### src/sv/srde_pkg.sv
package srde_pkg;

  // Fixed widths of the item fields
  localparam int FIELD_BITS   = 16;
  localparam int INDEX_BITS   = 16;
  localparam int IDX_SEL_BITS = 4;
  localparam int WEIGHT_BITS  = 5;
  localparam int WEIGHT_MAX   = 31;

  // Rotation amounts of the round function
  localparam int ROT_AND_A = 1;
  localparam int ROT_AND_B = 8;
  localparam int ROT_XOR   = 2;

  // Tie detection: look-ahead tap and partner distance
  localparam int TIE_LOOK = 6;
  localparam int TIE_STEP = 7;

  // Bit positions handled by one fill stage
  localparam int FILL_LANES = 8;

  // One input word as it travels down the pipeline
  typedef struct packed {
    logic [FIELD_BITS-1:0] left_diff;
    logic [FIELD_BITS-1:0] right_diff;
    logic [FIELD_BITS-1:0] choice_index;
  } item_t;

endpackage

### src/sv/srde_scan_stage.sv
module srde_scan_stage import srde_pkg::*; #(
  parameter int WORD_BITS = 16,
  parameter int SLOT_BITS = 4,
  parameter int CNT_BITS  = 5,
  parameter int STEP      = 0
) (
  input  logic                                clk_i,
  input  logic                                rst_ni,
  input  logic                                valid_i,
  input  item_t                               item_i,
  input  logic [WORD_BITS-1:0]                linked_i,
  input  logic [WORD_BITS-1:0][SLOT_BITS-1:0] slot_i,
  input  logic [CNT_BITS-1:0]                 cnt_i,
  output logic                                valid_o,
  output item_t                               item_o,
  output logic [WORD_BITS-1:0]                linked_o,
  output logic [WORD_BITS-1:0][SLOT_BITS-1:0] slot_o,
  output logic [CNT_BITS-1:0]                 cnt_o
);

  localparam int P1 = (STEP + WORD_BITS - ROT_AND_A) % WORD_BITS;
  localparam int P8 = (STEP + WORD_BITS - ROT_AND_B) % WORD_BITS;
  localparam int P6 = (STEP + TIE_LOOK) % WORD_BITS;
  localparam int PT = (STEP + TIE_STEP) % WORD_BITS;

  logic [WORD_BITS-1:0]                left_w;
  logic                                s1_w, s8_w, s6_w, counts_w, tie_w;
  logic                                valid_q;
  item_t                               item_q;
  logic [WORD_BITS-1:0]                linked_d, linked_q;
  logic [WORD_BITS-1:0][SLOT_BITS-1:0] slot_d, slot_q;
  logic [CNT_BITS-1:0]                 cnt_d, cnt_q;

  // Tap the zero-extended left difference
  assign left_w   = WORD_BITS'(item_i.left_diff);
  assign s1_w     = left_w[P1];
  assign s8_w     = left_w[P8];
  assign s6_w     = left_w[P6];
  assign counts_w = s1_w | s8_w;
  assign tie_w    = ~s1_w & s6_w & s8_w;

  // Apply one scan step: open a slot, link the partner, or drop the bit
  always_comb begin
    linked_d = linked_i;
    slot_d   = slot_i;
    if (counts_w) begin
      if (!linked_i[STEP]) begin
        linked_d[STEP] = 1'b1;
        slot_d[STEP]   = SLOT_BITS'(STEP);
      end
      if (tie_w) begin
        linked_d[PT] = 1'b1;
        slot_d[PT]   = slot_d[STEP];
      end
    end else begin
      linked_d[STEP] = 1'b0;
    end
  end

  // Count free bits, less one for each tie
  assign cnt_d = cnt_i + CNT_BITS'(counts_w) - CNT_BITS'(tie_w);

  always_ff @(posedge clk_i or negedge rst_ni) begin
    if (!rst_ni) begin
      valid_q <= 1'b0;
    end else begin
      valid_q <= valid_i;
    end
  end

  always_ff @(posedge clk_i) begin
    if (valid_i) begin
      item_q   <= item_i;
      linked_q <= linked_d;
      slot_q   <= slot_d;
      cnt_q    <= cnt_d;
    end
  end

  assign valid_o  = valid_q;
  assign item_o   = item_q;
  assign linked_o = linked_q;
  assign slot_o   = slot_q;
  assign cnt_o    = cnt_q;

endmodule

### src/sv/srde_fill_stage.sv
module srde_fill_stage import srde_pkg::*; #(
  parameter int WORD_BITS = 16,
  parameter int SLOT_BITS = 4,
  parameter int CNT_BITS  = 5,
  parameter int LANE_BASE = 0
) (
  input  logic                                clk_i,
  input  logic                                rst_ni,
  input  logic                                valid_i,
  input  item_t                               item_i,
  input  logic [WORD_BITS-1:0]                linked_i,
  input  logic [WORD_BITS-1:0][SLOT_BITS-1:0] slot_i,
  input  logic [CNT_BITS-1:0]                 cnt_i,
  input  logic [CNT_BITS-1:0]                 k_i,
  input  logic [WORD_BITS-1:0]                g_i,
  output logic                                valid_o,
  output item_t                               item_o,
  output logic [WORD_BITS-1:0]                linked_o,
  output logic [WORD_BITS-1:0][SLOT_BITS-1:0] slot_o,
  output logic [CNT_BITS-1:0]                 cnt_o,
  output logic [CNT_BITS-1:0]                 k_o,
  output logic [WORD_BITS-1:0]                g_o
);

  localparam int LANE_CNT = (WORD_BITS - LANE_BASE < FILL_LANES) ?
                            (WORD_BITS - LANE_BASE) : FILL_LANES;

  logic                                valid_q;
  item_t                               item_q;
  logic [WORD_BITS-1:0]                linked_q;
  logic [WORD_BITS-1:0][SLOT_BITS-1:0] slot_q;
  logic [CNT_BITS-1:0]                 cnt_q;
  logic [CNT_BITS-1:0]                 k_d, k_q;
  logic [WORD_BITS-1:0]                g_d, g_q;

  // Flip each free bit of this group by the next index bit, in ascending order
  always_comb begin
    k_d = k_i;
    g_d = g_i;
    for (int l = 0; l < LANE_CNT; l++) begin
      if (linked_i[LANE_BASE+l] && slot_i[LANE_BASE+l] == SLOT_BITS'(LANE_BASE + l)) begin
        if (k_d < CNT_BITS'(INDEX_BITS)) begin
          g_d[LANE_BASE+l] = g_d[LANE_BASE+l] ^
                             item_i.choice_index[k_d[IDX_SEL_BITS-1:0]];
        end
        k_d = k_d + CNT_BITS'(1);
      end
    end
  end

  always_ff @(posedge clk_i or negedge rst_ni) begin
    if (!rst_ni) begin
      valid_q <= 1'b0;
    end else begin
      valid_q <= valid_i;
    end
  end

  always_ff @(posedge clk_i) begin
    if (valid_i) begin
      item_q   <= item_i;
      linked_q <= linked_i;
      slot_q   <= slot_i;
      cnt_q    <= cnt_i;
      k_q      <= k_d;
      g_q      <= g_d;
    end
  end

  assign valid_o  = valid_q;
  assign item_o   = item_q;
  assign linked_o = linked_q;
  assign slot_o   = slot_q;
  assign cnt_o    = cnt_q;
  assign k_o      = k_q;
  assign g_o      = g_q;

endmodule

### src/sv/srde_tie_init.sv
module srde_tie_init import srde_pkg::*; #(
  parameter int WORD_BITS = 16,
  parameter int SLOT_BITS = 4,
  parameter int CNT_BITS  = 5
) (
  input  logic                                clk_i,
  input  logic                                rst_ni,
  input  logic                                valid_i,
  input  item_t                               item_i,
  input  logic [WORD_BITS-1:0]                linked_i,
  input  logic [WORD_BITS-1:0][SLOT_BITS-1:0] slot_i,
  input  logic [CNT_BITS-1:0]                 cnt_i,
  input  logic [WORD_BITS-1:0]                g_i,
  output logic                                valid_o,
  output item_t                               item_o,
  output logic [CNT_BITS-1:0]                 cnt_o,
  output logic [WORD_BITS-1:0]                g_o,
  output logic [WORD_BITS-1:0][SLOT_BITS-1:0] ptr_o,
  output logic [WORD_BITS-1:0]                done_o
);

  logic [WORD_BITS-1:0]                tied_w;
  logic [SLOT_BITS-1:0]                src_w;
  logic                                valid_q;
  item_t                               item_q;
  logic [CNT_BITS-1:0]                 cnt_q;
  logic [WORD_BITS-1:0]                g_q;
  logic [WORD_BITS-1:0][SLOT_BITS-1:0] ptr_d, ptr_q;
  logic [WORD_BITS-1:0]                done_d, done_q;

  // Mark bits that copy a partner
  always_comb begin
    for (int j = 0; j < WORD_BITS; j++) begin
      tied_w[j] = linked_i[j] && (slot_i[j] != SLOT_BITS'(j));
    end
  end

  // Point each bit at its partner; resolved once the partner is not an
  // earlier tied bit, whose own final value would be needed
  always_comb begin
    src_w = '0;
    for (int j = 0; j < WORD_BITS; j++) begin
      src_w     = slot_i[j];
      ptr_d[j]  = tied_w[j] ? src_w : SLOT_BITS'(j);
      done_d[j] = !tied_w[j] || !(tied_w[src_w] && (src_w < SLOT_BITS'(j)));
    end
  end

  always_ff @(posedge clk_i or negedge rst_ni) begin
    if (!rst_ni) begin
      valid_q <= 1'b0;
    end else begin
      valid_q <= valid_i;
    end
  end

  always_ff @(posedge clk_i) begin
    if (valid_i) begin
      item_q <= item_i;
      cnt_q  <= cnt_i;
      g_q    <= g_i;
      ptr_q  <= ptr_d;
      done_q <= done_d;
    end
  end

  assign valid_o = valid_q;
  assign item_o  = item_q;
  assign cnt_o   = cnt_q;
  assign g_o     = g_q;
  assign ptr_o   = ptr_q;
  assign done_o  = done_q;

endmodule

### src/sv/srde_jump_stage.sv
module srde_jump_stage import srde_pkg::*; #(
  parameter int WORD_BITS = 16,
  parameter int SLOT_BITS = 4,
  parameter int CNT_BITS  = 5
) (
  input  logic                                clk_i,
  input  logic                                rst_ni,
  input  logic                                valid_i,
  input  item_t                               item_i,
  input  logic [CNT_BITS-1:0]                 cnt_i,
  input  logic [WORD_BITS-1:0]                g_i,
  input  logic [WORD_BITS-1:0][SLOT_BITS-1:0] ptr_i,
  input  logic [WORD_BITS-1:0]                done_i,
  output logic                                valid_o,
  output item_t                               item_o,
  output logic [CNT_BITS-1:0]                 cnt_o,
  output logic [WORD_BITS-1:0]                g_o,
  output logic [WORD_BITS-1:0][SLOT_BITS-1:0] ptr_o,
  output logic [WORD_BITS-1:0]                done_o
);

  logic [SLOT_BITS-1:0]                hop_w;
  logic                                valid_q;
  item_t                               item_q;
  logic [CNT_BITS-1:0]                 cnt_q;
  logic [WORD_BITS-1:0]                g_q;
  logic [WORD_BITS-1:0][SLOT_BITS-1:0] ptr_d, ptr_q;
  logic [WORD_BITS-1:0]                done_d, done_q;

  // Double every open link: take over the pointer of the bit pointed at
  always_comb begin
    hop_w  = '0;
    ptr_d  = ptr_i;
    done_d = done_i;
    for (int j = 0; j < WORD_BITS; j++) begin
      hop_w = ptr_i[j];
      if (!done_i[j]) begin
        ptr_d[j]  = ptr_i[hop_w];
        done_d[j] = done_i[hop_w];
      end
    end
  end

  always_ff @(posedge clk_i or negedge rst_ni) begin
    if (!rst_ni) begin
      valid_q <= 1'b0;
    end else begin
      valid_q <= valid_i;
    end
  end

  always_ff @(posedge clk_i) begin
    if (valid_i) begin
      item_q <= item_i;
      cnt_q  <= cnt_i;
      g_q    <= g_i;
      ptr_q  <= ptr_d;
      done_q <= done_d;
    end
  end

  assign valid_o = valid_q;
  assign item_o  = item_q;
  assign cnt_o   = cnt_q;
  assign g_o     = g_q;
  assign ptr_o   = ptr_q;
  assign done_o  = done_q;

endmodule

### src/sv/simon_round_difference_enumerator.sv
// One-round difference enumerator for a Simon-style round, fully pipelined.
// Input channel: drive left_diff_i, right_diff_i and choice_index_i with
// start high; a word is taken at every rising edge where start is high and
// busy is low. busy stays low, so a new word may enter in every cycle.
// Output channel: done_o is high for exactly one cycle per word, with
// next_left_o, next_right_o, weight_o and choice_ok_o valid in that cycle.
// The receiver cannot stall; it must take each word as it appears.
// Results leave in the order the words came in.
// Stages: WORD_BITS scan stages (one bit position each), ceil(WORD_BITS/8)
// fill stages (eight positions each), one tie setup stage, ceil(log2
// WORD_BITS) pointer jumping stages and one output register; the pipeline
// takes one word per cycle.
// Reset clears all valid bits at once; words in flight are dropped and
// no done_o pulse follows until a new word is taken.
module simon_round_difference_enumerator import srde_pkg::*; #(
  parameter int WORD_BITS = 16
) (
  input  logic                   clk_i,
  input  logic                   rst_ni,
  input  logic                   start,
  output logic                   busy,
  input  logic [FIELD_BITS-1:0]  left_diff_i,
  input  logic [FIELD_BITS-1:0]  right_diff_i,
  input  logic [FIELD_BITS-1:0]  choice_index_i,
  output logic                   done_o,
  output logic [FIELD_BITS-1:0]  next_left_o,
  output logic [FIELD_BITS-1:0]  next_right_o,
  output logic [WEIGHT_BITS-1:0] weight_o,
  output logic                   choice_ok_o
);

  localparam int SLOT_BITS   = $clog2(WORD_BITS);
  localparam int CNT_BITS    = $clog2(WORD_BITS + 1);
  localparam int FILL_STAGES = (WORD_BITS + FILL_LANES - 1) / FILL_LANES;
  localparam int JUMP_STAGES = $clog2(WORD_BITS);
  localparam int LATENCY     = WORD_BITS + FILL_STAGES + JUMP_STAGES + 2;

  // Scan pipeline
  logic [WORD_BITS:0]                  scan_v;
  item_t                               scan_item   [WORD_BITS+1];
  logic [WORD_BITS-1:0]                scan_linked [WORD_BITS+1];
  logic [WORD_BITS-1:0][SLOT_BITS-1:0] scan_slot   [WORD_BITS+1];
  logic [CNT_BITS-1:0]                 scan_cnt    [WORD_BITS+1];

  // Fill pipeline
  logic [FILL_STAGES:0]                fill_v;
  item_t                               fill_item   [FILL_STAGES+1];
  logic [WORD_BITS-1:0]                fill_linked [FILL_STAGES+1];
  logic [WORD_BITS-1:0][SLOT_BITS-1:0] fill_slot   [FILL_STAGES+1];
  logic [CNT_BITS-1:0]                 fill_cnt    [FILL_STAGES+1];
  logic [CNT_BITS-1:0]                 fill_k      [FILL_STAGES+1];
  logic [WORD_BITS-1:0]                fill_g      [FILL_STAGES+1];

  // Pointer jumping pipeline
  logic [JUMP_STAGES:0]                jump_v;
  item_t                               jump_item [JUMP_STAGES+1];
  logic [CNT_BITS-1:0]                 jump_cnt  [JUMP_STAGES+1];
  logic [WORD_BITS-1:0]                jump_g    [JUMP_STAGES+1];
  logic [WORD_BITS-1:0][SLOT_BITS-1:0] jump_ptr  [JUMP_STAGES+1];
  logic [WORD_BITS-1:0]                jump_done [JUMP_STAGES+1];

  logic [WORD_BITS-1:0]   left_w;
  logic [WORD_BITS-1:0]   base_w;
  logic [FIELD_BITS-1:0]  res_w;
  item_t                  last_item_w;
  logic [CNT_BITS-1:0]    last_cnt_w;
  logic                   done_q;
  logic [FIELD_BITS-1:0]  next_left_d, next_left_q;
  logic [FIELD_BITS-1:0]  next_right_q;
  logic [WEIGHT_BITS-1:0] weight_d, weight_q;
  logic                   choice_ok_d, choice_ok_q;

  // Take a word every cycle
  assign busy = 1'b0;

  assign scan_v[0]      = start;
  assign scan_item[0]   = '{left_diff: left_diff_i, right_diff: right_diff_i,
                            choice_index: choice_index_i};
  assign scan_linked[0] = '0;
  assign scan_slot[0]   = '0;
  assign scan_cnt[0]    = '0;

  // Walk the bit positions in ascending order, one per stage
  for (genvar s = 0; s < WORD_BITS; s++) begin : g_scan
    srde_scan_stage #(
      .WORD_BITS(WORD_BITS),
      .SLOT_BITS(SLOT_BITS),
      .CNT_BITS (CNT_BITS),
      .STEP     (s)
    ) u_scan (
      .clk_i   (clk_i),
      .rst_ni  (rst_ni),
      .valid_i (scan_v[s]),
      .item_i  (scan_item[s]),
      .linked_i(scan_linked[s]),
      .slot_i  (scan_slot[s]),
      .cnt_i   (scan_cnt[s]),
      .valid_o (scan_v[s+1]),
      .item_o  (scan_item[s+1]),
      .linked_o(scan_linked[s+1]),
      .slot_o  (scan_slot[s+1]),
      .cnt_o   (scan_cnt[s+1])
    );
  end

  // Form the base output difference: (x<<<1 & x<<<8) ^ x<<<2
  assign left_w = WORD_BITS'(scan_item[WORD_BITS].left_diff);
  assign base_w = (((left_w << ROT_AND_A) | (left_w >> (WORD_BITS - ROT_AND_A))) &
                   ((left_w << ROT_AND_B) | (left_w >> (WORD_BITS - ROT_AND_B)))) ^
                  ((left_w << ROT_XOR) | (left_w >> (WORD_BITS - ROT_XOR)));

  assign fill_v[0]      = scan_v[WORD_BITS];
  assign fill_item[0]   = scan_item[WORD_BITS];
  assign fill_linked[0] = scan_linked[WORD_BITS];
  assign fill_slot[0]   = scan_slot[WORD_BITS];
  assign fill_cnt[0]    = scan_cnt[WORD_BITS];
  assign fill_k[0]      = '0;
  assign fill_g[0]      = base_w;

  // Place index bits into free positions, eight positions per stage
  for (genvar f = 0; f < FILL_STAGES; f++) begin : g_fill
    srde_fill_stage #(
      .WORD_BITS(WORD_BITS),
      .SLOT_BITS(SLOT_BITS),
      .CNT_BITS (CNT_BITS),
      .LANE_BASE(f * FILL_LANES)
    ) u_fill (
      .clk_i   (clk_i),
      .rst_ni  (rst_ni),
      .valid_i (fill_v[f]),
      .item_i  (fill_item[f]),
      .linked_i(fill_linked[f]),
      .slot_i  (fill_slot[f]),
      .cnt_i   (fill_cnt[f]),
      .k_i     (fill_k[f]),
      .g_i     (fill_g[f]),
      .valid_o (fill_v[f+1]),
      .item_o  (fill_item[f+1]),
      .linked_o(fill_linked[f+1]),
      .slot_o  (fill_slot[f+1]),
      .cnt_o   (fill_cnt[f+1]),
      .k_o     (fill_k[f+1]),
      .g_o     (fill_g[f+1])
    );
  end

  // Set up tie pointers
  srde_tie_init #(
    .WORD_BITS(WORD_BITS),
    .SLOT_BITS(SLOT_BITS),
    .CNT_BITS (CNT_BITS)
  ) u_tie_init (
    .clk_i   (clk_i),
    .rst_ni  (rst_ni),
    .valid_i (fill_v[FILL_STAGES]),
    .item_i  (fill_item[FILL_STAGES]),
    .linked_i(fill_linked[FILL_STAGES]),
    .slot_i  (fill_slot[FILL_STAGES]),
    .cnt_i   (fill_cnt[FILL_STAGES]),
    .g_i     (fill_g[FILL_STAGES]),
    .valid_o (jump_v[0]),
    .item_o  (jump_item[0]),
    .cnt_o   (jump_cnt[0]),
    .g_o     (jump_g[0]),
    .ptr_o   (jump_ptr[0]),
    .done_o  (jump_done[0])
  );

  // Resolve tie chains by pointer doubling
  for (genvar p = 0; p < JUMP_STAGES; p++) begin : g_jump
    srde_jump_stage #(
      .WORD_BITS(WORD_BITS),
      .SLOT_BITS(SLOT_BITS),
      .CNT_BITS (CNT_BITS)
    ) u_jump (
      .clk_i  (clk_i),
      .rst_ni (rst_ni),
      .valid_i(jump_v[p]),
      .item_i (jump_item[p]),
      .cnt_i  (jump_cnt[p]),
      .g_i    (jump_g[p]),
      .ptr_i  (jump_ptr[p]),
      .done_i (jump_done[p]),
      .valid_o(jump_v[p+1]),
      .item_o (jump_item[p+1]),
      .cnt_o  (jump_cnt[p+1]),
      .g_o    (jump_g[p+1]),
      .ptr_o  (jump_ptr[p+1]),
      .done_o (jump_done[p+1])
    );
  end

  assign last_item_w = jump_item[JUMP_STAGES];
  assign last_cnt_w  = jump_cnt[JUMP_STAGES];

  // Read each low bit through its resolved pointer
  always_comb begin
    for (int j = 0; j < FIELD_BITS; j++) begin
      res_w[j] = jump_g[JUMP_STAGES][jump_ptr[JUMP_STAGES][j]];
    end
  end

  // Build the result word; saturate the weight, and any index is in range
  // once the weight reaches the index width
  assign next_left_d = last_item_w.right_diff ^ res_w;
  assign weight_d    = (last_cnt_w > CNT_BITS'(WEIGHT_MAX)) ?
                       WEIGHT_BITS'(WEIGHT_MAX) : WEIGHT_BITS'(last_cnt_w);
  assign choice_ok_d = (last_cnt_w >= CNT_BITS'(INDEX_BITS)) ||
                       ((last_item_w.choice_index >> last_cnt_w[IDX_SEL_BITS-1:0]) == '0);

  always_ff @(posedge clk_i or negedge rst_ni) begin
    if (!rst_ni) begin
      done_q <= 1'b0;
    end else begin
      done_q <= jump_v[JUMP_STAGES];
    end
  end

  always_ff @(posedge clk_i) begin
    if (jump_v[JUMP_STAGES]) begin
      next_left_q  <= next_left_d;
      next_right_q <= last_item_w.left_diff;
      weight_q     <= weight_d;
      choice_ok_q  <= choice_ok_d;
    end
  end

  assign done_o       = done_q;
  assign next_left_o  = next_left_q;
  assign next_right_o = next_right_q;
  assign weight_o     = weight_q;
  assign choice_ok_o  = choice_ok_q;

`ifndef SYNTHESIS
  a_latency_out: assert property (@(posedge clk_i) disable iff (!rst_ni)
    start |-> ##LATENCY done_o)
    else $error("accepted word produced no result at the expected cycle");

  a_no_spurious: assert property (@(posedge clk_i) disable iff (!rst_ni)
    done_o |-> $past(start, LATENCY))
    else $error("result word without a matching accepted word");

  a_right_passes: assert property (@(posedge clk_i) disable iff (!rst_ni)
    done_o |-> next_right_o == $past(left_diff_i, LATENCY))
    else $error("next_right does not match the accepted left difference");

  a_chains_done: assert property (@(posedge clk_i) disable iff (!rst_ni)
    jump_v[JUMP_STAGES] |-> (&jump_done[JUMP_STAGES]))
    else $error("tie chain left unresolved after pointer jumping");

  a_heavy_ok: assert property (@(posedge clk_i) disable iff (!rst_ni)
    (done_o && weight_o >= WEIGHT_BITS'(INDEX_BITS)) |-> choice_ok_o)
    else $error("index flagged out of range at full weight");
`endif

endmodule
### config.mk
export PLATFORM = sky130hd
export DESIGN_NAME = simon_round_difference_enumerator
export DESIGN_NICKNAME = d
export VERILOG_FILES = /design/src/sv/srde_pkg.sv /design/src/sv/srde_scan_stage.sv /design/src/sv/srde_fill_stage.sv /design/src/sv/srde_tie_init.sv /design/src/sv/srde_jump_stage.sv /design/src/sv/simon_round_difference_enumerator.sv
export SDC_FILE = /design/constraint.sdc
export NUM_CORES = 2
export LEC_CHECK = 0
export BUFFER_PORTS_ARGS = -buffer_cell sky130_fd_sc_hd__buf_4
export CORE_MARGIN = 5
export CORE_UTILIZATION = 55
export CTS_CLUSTER_SIZE = 20
export DETAILED_ROUTE_END_ITERATION = 8
export PLACE_DENSITY = 0.68
export SKIP_LAST_GASP = 1
export SLEW_MARGIN = 20
export SYNTH_ARGS = -nofsm -noshare
export SYNTH_HDL_FRONTEND = slang
export SYNTH_HIERARCHICAL = 1
export SYNTH_SLANG_ARGS = --single-unit
### constraint.sdc
create_clock -name clk_i -period 7.5 [get_ports clk_i]
set_input_delay 0.75 -clock clk_i [delete_from_list [all_inputs] [get_ports clk_i]]
set_output_delay 0.75 -clock clk_i [all_outputs]
set_load 0.05 [all_outputs]
==> metrics.cfg <==
[critical_path]
critPathTopFamily = simple AND/OR/NAND/NOR gates
ff2ff_setup_slack_ns = 0.70
timing.rr.end = g_fill[1].u_fill/g_o[15]$_DFFE_PP_
reg2reg_from = g_fill[0].u_fill/slot_o[34]$_DFFE_PP_
worst-path-buf-inv = 2
worst_path_max_delay_cell = nand4bb_1
crit_chain = nand4bb_1 -> nor2_2 -> xnor2_1 -> inv_1 -> ha_1 -> nor3_1 -> a31oi_2 -> xnor2_1 -> o21ai_0 -> ha_1 -> nand2_1 -> o311ai_2 -> nor2b_1 -> mux2i_1 -> nand3_2 -> inv_2 -> ha_1 -> nand3b_1 -> o31ai_1 -> a221oi_1 -> o311a_1 -> a211o_1 -> nand4_1 -> xnor2_1
crit_path_start_kind = flop
crit_type = flop to flop
cp.arrival_ns = 7.40
r2r_cells = 24
crit_fanout = 11
crit_path_max_incr_delay_ns = 0.45
worstSetupEndpointType = flop
crit_required_ns = 8.10

[hold_path]
hp-start = left_diff_i[15]
whs_endpoint = g_scan[0].u_scan/item_o[47]$_DFFE_PP_
worstHoldPathCells = 1
hold_class = input pin to flop

[synth]
yosysWarnings = 6
avgSynthCellArea_um2 = 16.9
netlist_area_um2 = 154000
netlist_instances = 9124

[die]
die_y_um = 539
ios = 91
fp-row-count = 194
coreArea_um2 = 279000
die_w_um = 539
dieArea_um2 = 290000
start_util = 0.552

[timing]
setup_viol = 0
worst_pin_slew_ns = 1.35
period_needed_ns = 6.80
hold_viol = 0
fin_crit_sh = 0.906
finalSetupTns_ns = 0
skew_ns = 0.120
rsz0062_at_grt = false
relSlewSlack = 0.0864
clock.fmax_ghz = 0.147
finalMaxSlewViolations = 0

[layout]
n_fill_cell = 19800
design_area_um2 = 168000
ff_latch_area_um2 = 96700
area_delta_synth_final_pct = 9.15
multi_input_area_um2 = 51800
drive_gt1_frac = 0.241
layout.nets = 9164

[outcome]
outcome = complete, no violations

[clock_network]
clock_sinks = 3221
post_cts_buffers = 0
insertion_delay_ns = 0.98
clockBufferDepth = 4
cts_tree = done
path_clk_slew_ns = 0.06
cts_made_buffers = 318
root_buffer = clkbuf_16
htreeDepth = 5

[routing]
wl_um = 381000
drc = 0
ant_nets = 0
wl_per_cell_um = 29.3
num_vias = 86100
drt-pass1-iter-count = 9
viasPerCell = 6.63
drt_iter0_drc = 11000

[place]
routabilityCongestion = 0.888
placed_area_um2 = 157000
portBuffers = 89
hpwl_um = 226000

[grt]
grt_overflow = 0
grt_max_degree = 135
grt_pass1_wl_um = 568000
first_global_vias = 85400
antenna_found_initial = 19
grt_usage = 0.259

[run]
maxCapViolCount = 0

[power_and_ir_drop]
leakage_nw = 56.9
power_density_nw_per_um2 = 233
max-vdd-ir-drop_mv = 0.262

-- cell type report --
class | count | share of cell area
Tap cell | 3724 | 0.0277
Multi-Input combinational cell | 4805 | 0.309
Antenna cell | 6 | 0.0000894
Timing Repair Buffer | 454 | 0.0219
Clock buffer | 395 | 0.0494
Sequential cell | 3221 | 0.576
Clock inverter | 178 | 0.0121
Inverter | 203 | 0.00454
-- how the worst max path moves through the flow --
stage	from	cells past startpoint	slack (ns)	end
after floorplan	g_scan[15].u_scan/linked_o[0]$_DFFE_PP_	28	2.02	g_fill[0].u_fill/g_o[7]$_DFFE_PP_
after global placement	g_fill[0].u_fill/k_o[0]$_DFFE_PP_	24	0.88	g_fill[1].u_fill/g_o[15]$_DFFE_PP_
after detailed placement	g_fill[0].u_fill/k_o[0]$_DFFE_PP_	24	0.85	g_fill[1].u_fill/g_o[15]$_DFFE_PP_
after CTS	g_fill[0].u_fill/k_o[0]$_DFFE_PP_	24	0.80	g_fill[1].u_fill/g_o[15]$_DFFE_PP_
after global routing	g_fill[0].u_fill/slot_o[34]$_DFFE_PP_	24	0.31	g_fill[1].u_fill/g_o[15]$_DFFE_PP_
final	g_fill[0].u_fill/slot_o[34]$_DFFE_PP_	24	0.70	g_fill[1].u_fill/g_o[15]$_DFFE_PP_
-- registers in the layout, summed over array words and instances, names as in the netlist, 32 cells and up --
register,flops
g_scan.u_scan/slot_o,1024
g_scan.u_scan/item_o,768
g_jump.u_jump/ptr_o,256
g_scan.u_scan/linked_o,256
g_jump.u_jump/item_o,192
g_fill.u_fill/slot_o,128
g_fill.u_fill/item_o,96
g_scan.u_scan/cnt_o,80
g_jump.u_jump/g_o,64
u_tie_init/ptr_o,64
g_jump.u_jump/done_o,48
u_tie_init/item_o,48
g_fill.u_fill/g_o,32
g_fill.u_fill/linked_o,32
-- metal layers --
| layer | GRT usage | up-vias | part of all wire |
|---|---|---|---|
| li1 | - | 36300 | - |
| met5 | 0.00148 | - | 0.00057 |
| met2 | 0.403 | 5294 | 0.47 |
| met1 | 0.342 | 43300 | 0.37 |
| met4 | 0.125 | 22 | 0.055 |
| met3 | 0.0719 | 1273 | 0.11 |
-- metrics by stage --
stage / hold slack (ns) / power, W / util / instances / worst slack [ns]
4_1_cts: 0.0178 / 0.0396 / 0.602 / 13000 / 0.801
3_5_place_dp: 0.405 / 0.0239 / 0.563 / 12400 / 0.848
6_report: 0.101 / 0.0392 / 0.602 / 13000 / 0.704
2_1_floorplan: 0.400 / 0.0232 / - / 9233 / 2.02
5_1_grt: 0.0400 / 0.0407 / 0.602 / 13000 / 0.309
3_3_place_gp: 0.400 / 0.0238 / 0.563 / 12400 / 0.884
-- repair_timing --
action                                 CTS  global route
hold buffers                            46             0
endpoints found under the hold margin   69             0
resized for setup                        0             0
-- layout by cell type (no fill, tap or decap), types with 188 or more instances in the layout --
cell / count
buf_4: 393
clkbuf_16: 319
edfxtp_1: 3197
inv_1: 188
mux2_2: 188
mux2i_1: 370
mux4_2: 1017
nand2_1: 383
nor2_1: 200
o21ai_0: 280
-- where the power goes --
part / switching (W) / internal [W]
sequential: 0.000448 / 0.0205
clock: 0.00659 / 0.00895
combinational: 0.00151 / 0.00122
total: 0.00855 / 0.0306
Note: power is estimated with default switching activity, not from simulation.
